File: src/rtl/esl_pkg.sv
// ----------------------------------------------------------------------------
// esl_pkg
// Types and constants shared by the exit stack length balancer modules.
// ----------------------------------------------------------------------------
`default_nettype none

package esl_pkg;

    localparam int NUM_DIRS    = 4;
    localparam int DIR_W       = 2;
    localparam int NEED_W      = 6;
    localparam int LEN_W       = 4;
    localparam int EXTRA_W     = 8;
    localparam int MAX_ARM_LEN = 15;

    typedef logic [NEED_W-1:0]  t_need;
    typedef logic [LEN_W-1:0]   t_len;
    typedef logic [DIR_W-1:0]   t_dir;
    typedef logic [EXTRA_W-1:0] t_extra;

    typedef enum logic [1:0] {
        ST_IDLE,
        ST_OVERFLOW,
        ST_QUOTA,
        ST_REPORT
    } t_state;

    // Commands from the controller to the datapath
    typedef struct packed {
        logic load;
        logic ovf_step;
        logic qta_step;
        logic finish;
        logic finish_ok;
    } t_cmd;

    // Status from the datapath to the controller
    typedef struct packed {
        logic extra_zero;
        logic ovf_dst_ok;
        logic src_ok;
        logic qdst_ok;
    } t_status;

endpackage

`default_nettype wire

File: src/rtl/esl_ctrl.sv
// ----------------------------------------------------------------------------
// esl_ctrl
// Controller: sequences load, overflow moves, quota moves and the report.
// ----------------------------------------------------------------------------
`default_nettype none

module esl_ctrl (
    input  wire logic             i_clk,
    input  wire logic             i_rst_n,
    input  wire logic             start,
    input  wire esl_pkg::t_status i_status,
    output esl_pkg::t_cmd         o_cmd,
    output logic                  busy,
    output logic                  o_done
);
    import esl_pkg::*;

    t_state r_state;
    t_state n_state;

    // Hold state, return to idle on reset
    always_ff @(posedge i_clk) begin
        if (!i_rst_n) begin
            r_state <= ST_IDLE;
        end else begin
            r_state <= n_state;
        end
    end

    // Next state
    always_comb begin
        n_state = r_state;
        unique case (r_state)
            ST_IDLE: begin
                if (start) begin
                    n_state = ST_OVERFLOW;
                end
            end
            ST_OVERFLOW: begin
                if (i_status.extra_zero) begin
                    n_state = ST_QUOTA;
                end else if (!i_status.ovf_dst_ok) begin
                    n_state = ST_REPORT;
                end
            end
            ST_QUOTA: begin
                if (!i_status.src_ok || !i_status.qdst_ok) begin
                    n_state = ST_REPORT;
                end
            end
            ST_REPORT: begin
                n_state = ST_IDLE;
            end
            default: begin
                n_state = ST_IDLE;
            end
        endcase
    end

    // Commands and handshake outputs; refuse transfers while reset is held
    always_comb begin
        o_cmd  = '0;
        busy   = 1'b1;
        o_done = 1'b0;
        unique case (r_state)
            ST_IDLE: begin
                busy       = !i_rst_n;
                o_cmd.load = start && i_rst_n;
            end
            ST_OVERFLOW: begin
                if (!i_status.extra_zero) begin
                    if (i_status.ovf_dst_ok) begin
                        o_cmd.ovf_step = 1'b1;
                    end else begin
                        o_cmd.finish = 1'b1;
                    end
                end
            end
            ST_QUOTA: begin
                if (!i_status.src_ok) begin
                    o_cmd.finish    = 1'b1;
                    o_cmd.finish_ok = 1'b1;
                end else if (i_status.qdst_ok) begin
                    o_cmd.qta_step = 1'b1;
                end else begin
                    o_cmd.finish = 1'b1;
                end
            end
            ST_REPORT: begin
                o_done = 1'b1;
            end
            default: begin
                busy = 1'b1;
            end
        endcase
    end

endmodule

`default_nettype wire

File: src/rtl/esl_datapath.sv
// ----------------------------------------------------------------------------
// esl_datapath
// Datapath: per-arm length registers, overflow counter, move selection and
// result registers.
// ----------------------------------------------------------------------------
`default_nettype none

module esl_datapath (
    input  wire logic           i_clk,
    input  wire esl_pkg::t_cmd  i_cmd,
    input  wire esl_pkg::t_need i_need  [esl_pkg::NUM_DIRS],
    input  wire esl_pkg::t_len  i_arm   [esl_pkg::NUM_DIRS],
    input  wire esl_pkg::t_len  i_quota [esl_pkg::NUM_DIRS],
    output esl_pkg::t_status o_status,
    output esl_pkg::t_len  o_final_len [esl_pkg::NUM_DIRS],
    output logic           o_feasible
);
    import esl_pkg::*;

    localparam t_len ARM_CAP = LEN_W'(MAX_ARM_LEN);

    t_len   r_arm     [NUM_DIRS];
    t_len   r_quota   [NUM_DIRS];
    t_len   r_len     [NUM_DIRS];
    logic   r_over    [NUM_DIRS];
    t_extra r_extra;
    t_len   r_out_len [NUM_DIRS];
    logic   r_out_ok;

    t_len   ld_arm  [NUM_DIRS];
    t_len   ld_len  [NUM_DIRS];
    logic   ld_over [NUM_DIRS];
    t_extra ld_extra;

    logic   ovf_found;
    t_dir   ovf_dst;
    logic   src_found;
    t_dir   src_idx;
    t_len   src_exc;
    logic   qdst_found;
    t_dir   qdst_idx;
    t_len   qdst_slack;

    // Initial lengths and summed overflow of a new item
    always_comb begin
        t_need need_eff;
        ld_extra = '0;
        for (int d = 0; d < NUM_DIRS; d++) begin
            ld_arm[d]  = (i_arm[d] > ARM_CAP) ? ARM_CAP : i_arm[d];
            need_eff   = (ld_arm[d] == '0) ? '0 : i_need[d];
            ld_over[d] = need_eff > NEED_W'(ld_arm[d]);
            ld_len[d]  = ld_over[d] ? ld_arm[d] : need_eff[LEN_W-1:0];
            if (ld_over[d]) begin
                ld_extra = ld_extra + EXTRA_W'(need_eff - NEED_W'(ld_arm[d]));
            end
        end
    end

    // Overflow destination: shortest present arm that is not over and not full
    always_comb begin
        ovf_found = 1'b0;
        ovf_dst   = '0;
        for (int d = 0; d < NUM_DIRS; d++) begin
            if (!r_over[d] && r_arm[d] != '0 && r_len[d] < r_arm[d] &&
                (!ovf_found || r_len[d] < r_len[ovf_dst])) begin
                ovf_found = 1'b1;
                ovf_dst   = DIR_W'(d);
            end
        end
    end

    // Quota source (largest excess) and destination (largest slack)
    always_comb begin
        t_len diff;
        src_found  = 1'b0;
        src_idx    = '0;
        src_exc    = '0;
        qdst_found = 1'b0;
        qdst_idx   = '0;
        qdst_slack = '0;
        for (int d = 0; d < NUM_DIRS; d++) begin
            diff = r_len[d] - r_quota[d];
            if (r_len[d] > r_quota[d] && (!src_found || diff > src_exc)) begin
                src_found = 1'b1;
                src_idx   = DIR_W'(d);
                src_exc   = diff;
            end
        end
        for (int d = 0; d < NUM_DIRS; d++) begin
            diff = r_quota[d] - r_len[d];
            if (DIR_W'(d) != src_idx && r_arm[d] != '0 && r_quota[d] > r_len[d] &&
                (!qdst_found || diff > qdst_slack)) begin
                qdst_found = 1'b1;
                qdst_idx   = DIR_W'(d);
                qdst_slack = diff;
            end
        end
    end

    assign o_status.extra_zero = (r_extra == '0);
    assign o_status.ovf_dst_ok = ovf_found;
    assign o_status.src_ok     = src_found;
    assign o_status.qdst_ok    = qdst_found;

    // Load, move one unit, or capture the result
    always_ff @(posedge i_clk) begin
        if (i_cmd.load) begin
            r_arm   <= ld_arm;
            r_quota <= i_quota;
            r_len   <= ld_len;
            r_over  <= ld_over;
            r_extra <= ld_extra;
        end else if (i_cmd.ovf_step) begin
            r_len[ovf_dst] <= r_len[ovf_dst] + LEN_W'(1);
            r_extra        <= r_extra - EXTRA_W'(1);
        end else if (i_cmd.qta_step) begin
            r_len[src_idx]  <= r_len[src_idx] - LEN_W'(1);
            r_len[qdst_idx] <= r_len[qdst_idx] + LEN_W'(1);
        end
        if (i_cmd.finish) begin
            for (int d = 0; d < NUM_DIRS; d++) begin
                r_out_len[d] <= i_cmd.finish_ok ? r_len[d] : '0;
            end
            r_out_ok <= i_cmd.finish_ok;
        end
    end

    assign o_final_len = r_out_len;
    assign o_feasible  = r_out_ok;

endmodule

`default_nettype wire

File: src/rtl/exit_stack_length_balancer.sv
// ----------------------------------------------------------------------------
// exit_stack_length_balancer
// Predicts the final stack length on each of four exit arms.
// ----------------------------------------------------------------------------
// Usage:
//   Drive need, arm length and quota of all four arms and raise start. The
//   item transfers at a rising edge with start high and busy low; busy then
//   stays high until the result has been shown.
//   The result appears on o_final_len_0..3 and o_feasible for one cycle,
//   marked by o_done. The receiver cannot stall; it must take the result in
//   that cycle. An infeasible item reports all lengths zero, o_feasible low.
// Timing:
//   One unit moves per cycle, first overflow units, then quota units. The
//   next item may transfer in the cycle after o_done.
// Reset:
//   Synchronous, active low on i_rst_n; busy stays high while reset is held,
//   the controller returns to idle and any item in flight is dropped.
// ----------------------------------------------------------------------------
`default_nettype none

module exit_stack_length_balancer (
    input  wire logic                 i_clk,
    input  wire logic                 i_rst_n,
    input  wire logic                 start,
    output logic                      busy,
    input  wire esl_pkg::t_need       i_need_0,
    input  wire esl_pkg::t_need       i_need_1,
    input  wire esl_pkg::t_need       i_need_2,
    input  wire esl_pkg::t_need       i_need_3,
    input  wire esl_pkg::t_len        i_arm_len_0,
    input  wire esl_pkg::t_len        i_arm_len_1,
    input  wire esl_pkg::t_len        i_arm_len_2,
    input  wire esl_pkg::t_len        i_arm_len_3,
    input  wire esl_pkg::t_len        i_quota_0,
    input  wire esl_pkg::t_len        i_quota_1,
    input  wire esl_pkg::t_len        i_quota_2,
    input  wire esl_pkg::t_len        i_quota_3,
    output logic                      o_done,
    output esl_pkg::t_len             o_final_len_0,
    output esl_pkg::t_len             o_final_len_1,
    output esl_pkg::t_len             o_final_len_2,
    output esl_pkg::t_len             o_final_len_3,
    output logic                      o_feasible
);
    import esl_pkg::*;

    t_cmd    cmd;
    t_status status;
    t_need   need  [NUM_DIRS];
    t_len    arm   [NUM_DIRS];
    t_len    quota [NUM_DIRS];
    t_len    final_len [NUM_DIRS];

    // Gather per-arm inputs
    assign need  = '{i_need_0, i_need_1, i_need_2, i_need_3};
    assign arm   = '{i_arm_len_0, i_arm_len_1, i_arm_len_2, i_arm_len_3};
    assign quota = '{i_quota_0, i_quota_1, i_quota_2, i_quota_3};

    esl_ctrl u_ctrl (
        .i_clk    (i_clk),
        .i_rst_n  (i_rst_n),
        .start    (start),
        .i_status (status),
        .o_cmd    (cmd),
        .busy     (busy),
        .o_done   (o_done)
    );

    esl_datapath u_datapath (
        .i_clk       (i_clk),
        .i_cmd       (cmd),
        .i_need      (need),
        .i_arm       (arm),
        .i_quota     (quota),
        .o_status    (status),
        .o_final_len (final_len),
        .o_feasible  (o_feasible)
    );

    // Spread per-arm results
    assign o_final_len_0 = final_len[0];
    assign o_final_len_1 = final_len[1];
    assign o_final_len_2 = final_len[2];
    assign o_final_len_3 = final_len[3];

endmodule

`default_nettype wire

File: config.mk
export PLATFORM = sky130hd
export DESIGN_NAME = exit_stack_length_balancer
export DESIGN_NICKNAME = d
export VERILOG_FILES = /design/src/rtl/esl_pkg.sv /design/src/rtl/esl_ctrl.sv /design/src/rtl/esl_datapath.sv /design/src/rtl/exit_stack_length_balancer.sv
export SDC_FILE = /design/constraint.sdc
export NUM_CORES = 1
export LEC_CHECK = 0
export ABC_AREA = 1
export BUFFER_PORTS_ARGS = -buffer_cell sky130_fd_sc_hd__buf_2
export CORE_MARGIN = 5
export CORE_UTILIZATION = 51
export DETAILED_ROUTE_END_ITERATION = 12
export GPL_ROUTABILITY_DRIVEN = 0
export PLACE_DENSITY = 0.7
export SYNTH_ARGS = -nofsm -noshare
export SYNTH_HDL_FRONTEND = slang
export SYNTH_SLANG_ARGS = --single-unit
File: constraint.sdc
create_clock -name i_clk -period 17.2 [get_ports i_clk]
set_clock_uncertainty 0.05 [all_clocks]
set_input_delay 0.86 -clock i_clk [delete_from_list [all_inputs] [get_ports i_clk]]
set_output_delay 0.86 -clock i_clk [all_outputs]
set_load 0.02 [all_outputs]
# ---- After elaboration in Yosys (flattened, before gate mapping)
# Index checks and enable logic that the tools add are counted.
dict set report totals {
  reg_bits 79
  latchBits 0
  ram_bits 0
  rom_bits 0
  out_inout_bits 19
  word_cells 255
  n_memories 0
}
dict set report classes {
  add_sub_neg 19
  mul 0
  div 0
  magnitude_cmp 37
  eq_ne 9
  n_shift 0
  mux 93
  n_bitwise 5
  reduce_logical 69
}
# op n
set op_table {}
lappend op_table {{4-bit 2-to-1 mux} 27}
lappend op_table {{4-bit > comparator} 14}
lappend op_table {{16-bit bitwise mux} 3}
lappend op_table {{16-bit 2-to-1 mux} 3}
lappend op_table {{8-bit 2-to-1 mux} 6}
lappend op_table {{4-bit binary-select mux with 2-bit select} 5}
lappend op_table {{4-bit subtractor} 8}
lappend op_table {{1-bit 2-to-1 mux} 30}
lappend op_table {{1-bit logical AND} 29}
lappend op_table {{4-bit < comparator} 7}
lappend op_table {{6-bit by 4-bit subtractor with 7-bit output} 4}
lappend op_table {{8-bit adder} 3}
lappend op_table {{4-bit demux with 2-bit select} 3}
lappend op_table {{6-bit by 4-bit > comparator with 1-bit output} 4}
lappend op_table {{6-bit 2-to-1 mux} 4}
lappend op_table {{2-bit 2-to-1 mux} 10}
lappend op_table {{4-bit > comparator (second input constant)} 4}
lappend op_table {{1-bit logical NOT} 16}
lappend op_table {{4-bit logical NOT} 4}
lappend op_table {{4-bit nonzero test} 4}
lappend op_table {{3-bit greater-or-equal comparator (second input constant)} 5}
lappend op_table {{2-bit inverter with 3-bit output} 4}
lappend op_table {{1-bit logical OR} 10}
lappend op_table {{3-bit by 1-bit < comparator with 1-bit output (second input constant)} 3}
lappend op_table {{18 further kinds} 22}

# ---- Longest topological paths before layout
# Gate-level depths: netlist of the first run.
dict set report depth {
  word_depth 39
  mapped_depth 85
  ltp_nobuf 84
}

# ---- Hierarchy
# Synthesis of the first run repeated with hierarchy kept, for this count alone.
dict set report hier_totals {
  hier_cells 1193
  area_unflattened_um2 8978.6
}
# mod instances cells_per_inst area_per_inst_um2 seq_area_each_um2
set by_module_without_submodules {}
lappend by_module_without_submodules {esl_datapath 1 1157 8737.1 2312.2}
lappend by_module_without_submodules {esl_ctrl 1 36 241.5 40.0}

# ---- Worst setup path before layout of the first run
# OpenSTA, ideal clock, no wires.
dict set report synth_path {
  path_type {register to register}
  startpoint {reg u_datapath.r_len[12] (netlist name)}
  endpoint {reg u_datapath.r_len[1] (netlist name) (data pin)}
  t_arrival_ns 8.555
  required_time_ns 16.889
  setup_slack_ns 8.335
  path_stages_with_launch 77
  n_path_buf 2
  synth_period_minus_slack_ns 8.865
  path_cell_list {edfxtp_1 > inv_2 > ha_1 > inv_1 > fa_1 > nand2_1 > nand2_2 > nand2_4 > a21oi_1 > o21ai_0 > ha_1 > nand2_1 > o21bai_1 > nand2_1 > o21ai_0 > nand2_1 > nand2_2 > o21ai_0 > [41 not listed] > ha_1 > inv_1 > nor2_1 > o21bai_1 > nand2_1 > o21ai_0 > nand2_2 > nand2_4 > buf_12 > nand3_4 > inv_2 > nand2_1 > nand3_2 > inv_1 > ha_1 > inv_1 > o22ai_1 > a221o_1}
}
dict set report synth_via {
  elab_chain_cells 39
  word_cells_on_any_way 126
  cone_classes {5 x add/sub; 18 x order compare; 3 x eq/ne; 55 x mux; 5 x bitwise; 40 x reduce/logical}
}
# element line
set synth_lines {}
lappend synth_lines {{start, declared} esl_datapath.sv:24} ;# t_len r_len [NUM_DIRS];
lappend synth_lines {{start signal, assigned} esl_datapath.sv:110} ;# r_len <= ld_len;
lappend synth_lines {{start signal, assigned by index} esl_datapath.sv:114} ;# r_len[ovf_dst] <= r_len[ovf_dst] + LEN_W'(1);
lappend synth_lines {{start signal, assigned by index} esl_datapath.sv:117} ;# r_len[src_idx] <= r_len[src_idx] - LEN_W'(1);
lappend synth_lines {{4-bit subtractor / 4-bit > comparator (equally long branches)} {esl_datapath.sv:82, esl_datapath.sv:83}}
lappend synth_lines {{4-bit 2-to-1 mux / 1-bit 2-to-1 mux (equally long branches)} esl_datapath.sv:83} ;# if (r_len[d] > r_quota[d] && (!src_found || diff > src_exc)) begin
lappend synth_lines {{4-bit > comparator / 1-bit logical NOT (equally long branches)} esl_datapath.sv:83}
lappend synth_lines {{1-bit logical OR} esl_datapath.sv:83}
lappend synth_lines {{1-bit logical AND} esl_datapath.sv:83}
lappend synth_lines {{4-bit 2-to-1 mux / 1-bit 2-to-1 mux (equally long branches)} esl_datapath.sv:83}
lappend synth_lines {{4-bit > comparator / 1-bit logical NOT (equally long branches)} esl_datapath.sv:83}
lappend synth_lines {{1-bit logical OR} esl_datapath.sv:83}
lappend synth_lines {{[23 not listed]} -}
lappend synth_lines {{4-bit binary-select mux with 2-bit select (tied with other cells)} esl_datapath.sv:118} ;# r_len[qdst_idx] <= r_len[qdst_idx] + LEN_W'(1);
lappend synth_lines {{4-bit 2-to-1 mux (implied by the code) / 1-bit logical AND (equally long branches)} esl_datapath.sv:118}
lappend synth_lines {{4-bit 2-to-1 mux (implied by the code)} esl_datapath.sv:118}
lappend synth_lines {{4-bit by 1-bit adder with 4-bit output / 4-bit demux with 2-bit select (equally long branches)} esl_datapath.sv:118}
lappend synth_lines {{16-bit bitwise mux} esl_datapath.sv:118}
lappend synth_lines {{16-bit 2-to-1 mux} esl_datapath.sv:116} ;# end else if (i_cmd.qta_step) begin
lappend synth_lines {{16-bit 2-to-1 mux *} esl_datapath.sv:113} ;# end else if (i_cmd.ovf_step) begin
lappend synth_lines {{16-bit 2-to-1 mux *} esl_datapath.sv:107} ;# if (i_cmd.load) begin
# Every way passes the cells marked *; elsewhere a longest branch is shown, timed or not. The select of a mux whose other input is x is not followed.
# A chain may end at the register's enable or synchronous reset.

# ---- Worst setup path in the final report of the first run
dict set report layout_path {
  startpoint {reg u_datapath.r_len[14] (netlist name)}
  endpoint {reg u_datapath.r_len[1] (netlist name) (data pin)}
}
# Same word-level chain as after synthesis.

==> run summary, run 1 <==
CP most frequent cell: nand2_1
worst reg2reg path depth: 74
share of synthesized registers carrying an async set or reset: 0
fraction of layout cells with a size suffix above 1: 0.1312
worst r2r dst: u_datapath.r_len[1]
CTS tree: done
Adder-Cell Fraction of Synth Area: 0.2079
DR iter-0 viols: 538
routed len/inst: 15.36 um
largest net degree at the start of global routing: 61
slowest CP cell: ha_1
# hold bufs at CTS: 0
Post-Syn Area per Cell: 7.607 sq um
Worst Setup SP: u_datapath.r_len[14]
simple-gate share of the synthesized area: 0.2361
met3 usage: 0.04301
std cell rows: 48
number of synthesized flops with an enable pin: 77
I/O pin total: 78
Vias per Instance: 5.352
post-cts resize count: 0
synthesis-stage register bit count: 79
sequential area share after synthesis: 0.2641
Max Cap Viol: 0
Die Footprint: 0.02021 sq mm
initial antenna violation count: 0
Final Cycle Share: 0.6054
arrival time of the worst setup path: 10460 ps
crit path capture type: flip-flop
main combinational cell family by area after synthesis: simple AND/OR/NAND/NOR gates
met1 Use GR: 0.2997
Gate Count Post-Synth: 1171
number of diodes: 0
r2r setup slk: 6790 ps
core area: 0.01724 sq mm
final setup TNS: 0 ps
gr busiest metal: met2
Hold Fails Final Rpt: 0
post-layout worst setup margin: 6788 ps
minimum clock period: 10410 ps
CTS root buf: clkbuf_16
H-tree depth: 3
Reg2Reg Launch Point: u_datapath.r_len[14]
cell count after placement: 1460
post-route ant nets: 0
Placement Setup Slack: 6874 ps
area growth from synthesis to layout: 9.734%
deepest clock path buffer count: 2
die width: 142.2 um
clk slew on worst S/H paths: 60 ps
critical path capture point: u_datapath.r_len[1]
CP peak stage delay: 510 ps
DP Wirelength: 18570 um
Max FO, Critical Path: 12
drt total wl: 22660 um
Vias: 7894
data required time of the worst path: 17250 ps
I/O Buffers: 77
Synth Area in XOR/XNOR: 0.04116
CTS Buf Count: 9
Synth Area in Compound Gates: 0.1490
Yosys warning count: 0
Remaining Overflow, GRT: 0
Die Height: 142.2 um
outcome: finished, final reports clean
Critical Path Source Type: flip-flop
Setup violations, final: 0
mux share of post-synthesis cell area: 0
met2 usage: 0.3883
Post-Syn Area: 0.008907 sq mm
fin cells: 1475
Worst Max-Slew Pin Slew: 826.1 ps
Hold Crit Class: flip-flop to flip-flop
Post-synth top flop: edfxtp_1
Pins Over Slew Limit: 0
Post-Syn Nets: 1369
initial core utilization: 0.5168
Worst-Skew Late Latency: 350 ps
RSZ-0062 raised after global routing: false
critical path class: flip-flop to flip-flop
# nets final: 1444
Post CTS Setup Buffer Count: 0
fmax: 96.04 MHz
# DRC: 0
clk sinks: 79
drt first pass iters: 5
# fillers: 1636
Yosys cell types: 61
GRT Total Usage: 0.2290
relative slew slack: 0.4442
first-pass GRT wire length: 37290 um
vias in the first global route: 7617
## cell usage after synthesis (all sizes together), types with 3 or more instances
cell | instances | area share
nand2 | 260 | 0.12
inv | 209 | 0.088
ha | 124 | 0.17
nor2 | 97 | 0.046
o21ai | 90 | 0.051
a21oi | 83 | 0.047
edfxtp | 77 | 0.26
nand3 | 61 | 0.043
xor2 | 26 | 0.026
fa | 15 | 0.034
xnor2 | 15 | 0.015
o22ai | 14 | 0.0098
clkbuf | 10 | 0.0042
nand4 | 9 | 0.0070
o211ai | 9 | 0.0076
or2 | 9 | 0.0063
a221oi | 7 | 0.0069
nor4 | 7 | 0.0066
buf | 6 | 0.0077
o21bai | 6 | 0.0051
nor3 | 5 | 0.0034
a21boi | 3 | 0.0025
a221o | 3 | 0.0034
a31oi | 3 | 0.0021
clkinv | 3 | 0.0014
o21a | 3 | 0.0025
## through the flow
| stage | utilization | hold WS [ps] | area, sq um |
|---|---|---|---|
| after floorplan | - | 482.4 | 8907 |
| after global placement | 0.5508 | 521.1 | 9494 |
| after detailed placement | 0.5508 | 531.2 | 9494 |
| after CTS | 0.5671 | 537.5 | 9774 |
| after global routing | 0.5671 | 578.1 | 9774 |
| final | 0.5671 | 532.4 | 9774 |
## cell families after synthesis
kind of cell | count (synthesis)
buffers and inverters | 228
AND/OR/NAND/NOR | 452
adder cells (fa/ha/maj) | 139
XOR/XNOR | 41
AO/OA/AOI/OAI | 232
flip-flops | 79
## layer usage
| metal | vias up | part of all wire |
|---|---|---|
| li1 | 4047 | - |
| met1 | 3592 | 0.44 |
| met2 | 221 | 0.48 |
| met3 | 34 | 0.055 |
| met4 | 0 | 0.024 |
| met5 | - | 0 |
## worst max-delay path: cells and delay by family (launching register included)
kind	cells	cell delay [ps]
flops	1	500
fa+ha+maj	8	2650
compound gates	22	2800
buf+inv	7	640
simple gates	37	3480
## final cells by class
class / instances / area [sq um] / area share
Clock buffer: 11 / 232.7 / 0.02381
Clock inverter: 4 / 47.55 / 0.004864
Inverter: 212 / 799.5 / 0.08180
Multi-Input combinational cell: 864 / 5653 / 0.5783
Sequential cell: 79 / 2352 / 0.2407
Tap cell: 225 / 281.5 / 0.02880
Timing Repair Buffer: 80 / 407.9 / 0.04173
## worst min path at each step
stage	from	endpoint	depth (start not counted)
3_3_place_gp	u_ctrl.r_state[1]	u_ctrl.r_state[1]	2
6_report	u_ctrl.r_state[1]	u_ctrl.r_state[1]	2
3_5_place_dp	u_ctrl.r_state[1]	u_ctrl.r_state[1]	2
2_1_floorplan	u_ctrl.r_state[1]	u_ctrl.r_state[1]	2
4_1_cts	u_ctrl.r_state[1]	u_ctrl.r_state[1]	2
5_1_grt	u_datapath.r_extra[0]	u_datapath.r_extra[0]	1
## cells in the final DEF (no fill, tap or decap), types with 14 or more instances in the layout
master	instances
nor2_1	90
o21ai_0	86
nand2_1	239
nand2_2	16
o22ai_1	14
xnor2_1	15
inv_2	14
xor2_1	25
edfxtp_1	77
inv_1	195
fa_1	15
ha_1	124
nand3_1	51
a21oi_1	82
buf_2	77
## state kept, by name (all words and copies together), names as in the netlist
register	flops
u_datapath.r_arm	16
u_datapath.o_feasible	1
u_datapath.r_len	16
u_datapath.r_quota	16
u_ctrl.r_state	2
u_datapath.r_over	4
u_datapath.o_final_len	16
u_datapath.r_extra	8
Power of run 1 is left out: the tool's default activity adds up to more than one toggle a clock period on the data nets, which glitch-free logic cannot reach.
==> run 2: changes to the inputs <==
==> constraint.sdc (replaced) <==
create_clock -name i_clk -period 10.64 [get_ports i_clk]
set_clock_uncertainty 0.05 [all_clocks]
set_input_delay 0.532 -clock i_clk [delete_from_list [all_inputs] [get_ports i_clk]]
set_output_delay 0.532 -clock i_clk [all_outputs]
set_load 0.02 [all_outputs]
==> run 2 against run 1 <==
Against the previous run:
- setup slack worse by 5900 ps
- first-iteration DRC count decreased by 12%
- final area increased by 1.5%
- wire length is 1.1% higher
==> run summary, run 2 (synthesis gave the netlist of run 1 again) <==
outcome: finished, final reports clean
deepest clock path buffer count: 2
Setup violations, final: 0
relative slew slack: 0.4831
routed len/inst: 15.41 um
cell count after placement: 1460
WHS Path Cells: 1
CTS tree: done
# nets final: 1454
area growth from synthesis to layout: 11.39%
std cell rows: 48
GRT Total Usage: 0.2292
Placement Setup Slack: 315.9 ps
DP Wirelength: 18550 um
H-tree depth: 3
number of diodes: 0
crit path capture type: flip-flop
arrival time of the worst setup path: 9830 ps
Reg2Reg Launch Point: u_datapath.r_len[12]
Max Cap Viol: 0
# DRC: 0
CP most frequent cell: nand2_1
fin cells: 1486
Vias per Instance: 5.343
drt total wl: 22900 um
initial antenna violation count: 0
fraction of layout cells with a size suffix above 1: 0.1427
hold slack: 300.6 ps
post-route ant nets: 0
fmax: 102.2 MHz
Pins Over Slew Limit: 0
slowest CP cell: edfxtp_1
initial core utilization: 0.5168
Hold Path Sink: u_datapath.r_quota[1]
Die Footprint: 0.02021 sq mm
Worst Min Path Start: i_quota_3[1]
minimum clock period: 9780 ps
most frequent cells in the layout: 239 x nand2_1, 193 x inv_1, 122 x ha_1
Remaining Overflow, GRT: 0
Critical Path Source Type: flip-flop
clk slew on worst S/H paths: 70 ps
drt first pass iters: 5
Worst Max-Slew Pin Slew: 770.2 ps
data required time of the worst path: 10690 ps
Hold Crit Class: primary input to flip-flop
clk sinks: 79
first-pass GRT wire length: 37250 um
I/O pin total: 78
most common cell after layout, fill and taps aside: nand2_1
Final Cycle Share: 0.9192
r2r setup slk: 860 ps
worst reg2reg path depth: 75
Hold Fails Final Rpt: 0
Worst-Skew Late Latency: 350 ps
Die Height: 142.2 um
I/O Buffers: 77
post-layout worst setup margin: 859.7 ps
largest net degree at the start of global routing: 61
worst r2r dst: u_datapath.r_len[1]
Vias: 7939
CTS Buf Count: 9
critical path class: flip-flop to flip-flop
core area: 0.01724 sq mm
CTS root buf: clkbuf_16
die width: 142.2 um
design area: 0.009922 sq mm
Placement Cell Area: 0.009494 sq mm
DR iter-0 viols: 474
Max FO, Critical Path: 12
CP peak stage delay: 440 ps
vias in the first global route: 7632
==> run 2: changes by cell type in the layout (fill, tap and decap cells not counted), moves of 4 or more <==
cell | before | now
o21ai_1 | 3 | 7
o21ai_0 | 86 | 82
nand2_2 | 16 | 11
nand2_4 | 4 | 8
buf_4 | 3 | 13
==> run 2: per-stage QoR <==
step / util / TNS [ps]
floorplan: - / 0
finish: 0.5756 / 0
global route: 0.5756 / -136.3
global placement: 0.5508 / 0
CTS: 0.5677 / 0
detailed placement: 0.5508 / 0
==> run 2: metal layers <==
layer	global-route usage	share of wire
met5	0	0
met4	0.07929	0.033
met3	0.04066	0.051
met2	0.3861	0.47
met1	0.2974	0.45
==> run 2: final cells by class <==
type	count	area [sq um]
multi-input cells	864	5712
flip-flops and latches	79	2352
repair buffers	90	483.0
inverters	212	802.0
clock buffers	11	232.7
clock inverters	5	58.81
well taps	225	281.5
fillers	1614	7315
==> run 2: how the worst max path moves through the flow <==
stage / from / cells past startpoint / endpoint / slack (ps)
after detailed placement: u_datapath.r_len[14] / 73 / u_datapath.r_len[1] / 320
after floorplan: u_datapath.r_len[12] / 76 / u_datapath.r_len[1] / 1770
after global routing: u_datapath.r_len[12] / 74 / u_datapath.r_len[1] / -80
after CTS: u_datapath.r_len[14] / 73 / u_datapath.r_len[1] / 270
final: u_datapath.r_len[12] / 75 / u_datapath.r_len[1] / 860
after global placement: u_datapath.r_len[14] / 72 / u_datapath.r_len[1] / 530
==> run 2: critical path, delay by kind of cell, from the launching register on <==
kind / cells / cell delay, ps
buf+inv: 8 / 610
simple gates: 36 / 3230
flops: 1 / 440
fa+ha+maj: 9 / 2670
compound gates: 22 / 2530
==> run 2: repair_timing <==
| item | 4_1_cts | 5_1_grt |
|---|---|---|
| gates resized for setup | 0 | 17 |
| setup endpoints to repair | 0 | 26 |
| buffers inserted | 0 | 10 |
| hold endpoints to repair | 0 | 0 |
| hold buffers | 0 | 0 |
Power of run 2 is left out for the same reason.
==> run 3: changes to the inputs <==
==> constraint.sdc (replaced) <==
create_clock -name i_clk -period 9.4 [get_ports i_clk]
set_clock_uncertainty 0.05 [all_clocks]
set_input_delay 0.47 -clock i_clk [delete_from_list [all_inputs] [get_ports i_clk]]
set_output_delay 0.47 -clock i_clk [all_outputs]
set_load 0.02 [all_outputs]
==> run 3 against run 2 <==
Against the previous run:
- count of clock-buffer cells in the layout unchanged
- fmax up 6.5%
- via count is 4.9% higher
- non-clock buffer count grew 38
- flip-flop and latch count unchanged
- largest cell class unchanged
- final area rose by 6.3%
- hold slack worse by 55 ps
- register-to-register slack worse by 650 ps
==> run summary, run 3 (synthesis gave the netlist of run 1 again) <==
outcome: finished, final reports clean
I/O pin total: 78
routed len/inst: 15.86 um
RSZ-0062 raised after global routing: true
post-route ant nets: 0
crit path capture type: flip-flop
core area: 0.01724 sq mm
Setup violations, final: 0
CTS root buf: clkbuf_16
Final Cycle Share: 0.9774
data required time of the worst path: 9460 ps
Vias per Instance: 5.452
Worst Max-Slew Pin Slew: 803.7 ps
Die Height: 142.2 um
CTS tree: done
Pins Over Slew Limit: 0
DR iter-0 viols: 571
CP peak stage delay: 420 ps
Max FO, Critical Path: 8
Critical Path Source Type: flip-flop
drt first pass iters: 5
Die Footprint: 0.02021 sq mm
Vias: 8330
post-layout worst setup margin: 212.6 ps
clk slew on worst S/H paths: 70 ps
# fillers: 1514
drt total wl: 24240 um
fmax: 108.8 MHz
fin cells: 1528
CTS Buf Count: 9
slowest CP cell: fa_2
Hold Fails Final Rpt: 0
cell count after placement: 1481
vias in the first global route: 7628
critical path class: flip-flop to flip-flop
arrival time of the worst setup path: 9250 ps
Worst-Skew Late Latency: 350 ps
initial core utilization: 0.5168
clk sinks: 79
Placement Setup Slack: -145.8 ps
I/O Buffers: 77
Remaining Overflow, GRT: 0
area growth from synthesis to layout: 18.44%
CP bufs+invs: 8
first-pass GRT wire length: 36980 um
# nets final: 1496
GRT Total Usage: 0.2288
Hold Crit Class: primary input to flip-flop
die width: 142.2 um
CP most frequent cell: nand2_2
relative slew slack: 0.4592
deepest clock path buffer count: 2
CP top delay family: simple AND/OR/NAND/NOR gates
most frequent cells in the layout: 218 x nand2_1, 192 x inv_1, 117 x ha_1
std cell rows: 48
# hold bufs at CTS: 0
minimum clock period: 9187 ps
number of diodes: 0
largest net degree at the start of global routing: 61
Max Cap Viol: 0
DP Wirelength: 18790 um
# DRC: 0
fraction of layout cells with a size suffix above 1: 0.2118
most common cell after layout, fill and taps aside: nand2_1
H-tree depth: 3
initial antenna violation count: 0
[run 3: cell types whose count changed in the layout (fill, tap and decap cells not counted), sizes merged]
cell,previous run,this run
clkinvlp,2,0
nand2,260,264
buf,90,128
bufinv,1,2
clkinv,4,5
[run 3: path summary, 6_finish.rpt]
path,startpoint,cells after the start,end,slack (ps)
max reg2reg,u_datapath.r_len[12],78,u_datapath.r_len[6],210
min reg2reg,u_ctrl.r_state[1],2,u_ctrl.r_state[1],540
min,i_quota_1[0],1,u_datapath.r_quota[8],250
max,u_datapath.r_len[12],78,u_datapath.r_len[6],210
[run 3: stage by stage]
step	instance area [sq um]	util	hold slack, ps	TNS, ps
after floorplan	8907	-	482.4	0
after global placement	9652	0.5600	518.7	0
after detailed placement	9652	0.5600	529.4	-616.6
after CTS	10000	0.5801	233.2	0
after global routing	10550	0.6121	234.8	-3929
final	10550	0.6121	245.9	0
[run 3: layer usage]
metal | GRT usage | part of all wire | vias up
li1 | - | - | 4160
met3 | 0.03595 | 0.052 | 57
met1 | 0.3004 | 0.44 | 3855
met2 | 0.3881 | 0.48 | 258
met4 | 0.07222 | 0.030 | 0
met5 | 0 | 0 | -
[run 3: timing repair]
action | in CTS | in global routing
endpoints found under the setup margin | 8 | 32
setup buffers | 3 | 24
gates cloned | 0 | 4
pin swaps | 1 | 71
gates resized for setup | 3 | 97
[run 3: final cells by class]
class / instances / area (sq um) / area share
Multi-Input combinational cell: 868 / 6010 / 0.5696
Clock buffer: 11 / 232.7 / 0.02206
Clock inverter: 5 / 82.58 / 0.007827
Sequential cell: 79 / 2352 / 0.2230
Inverter: 212 / 807.0 / 0.07649
Timing Repair Buffer: 128 / 784.5 / 0.07436
Tap cell: 225 / 281.5 / 0.02668
Power of run 3 is left out for the same reason.
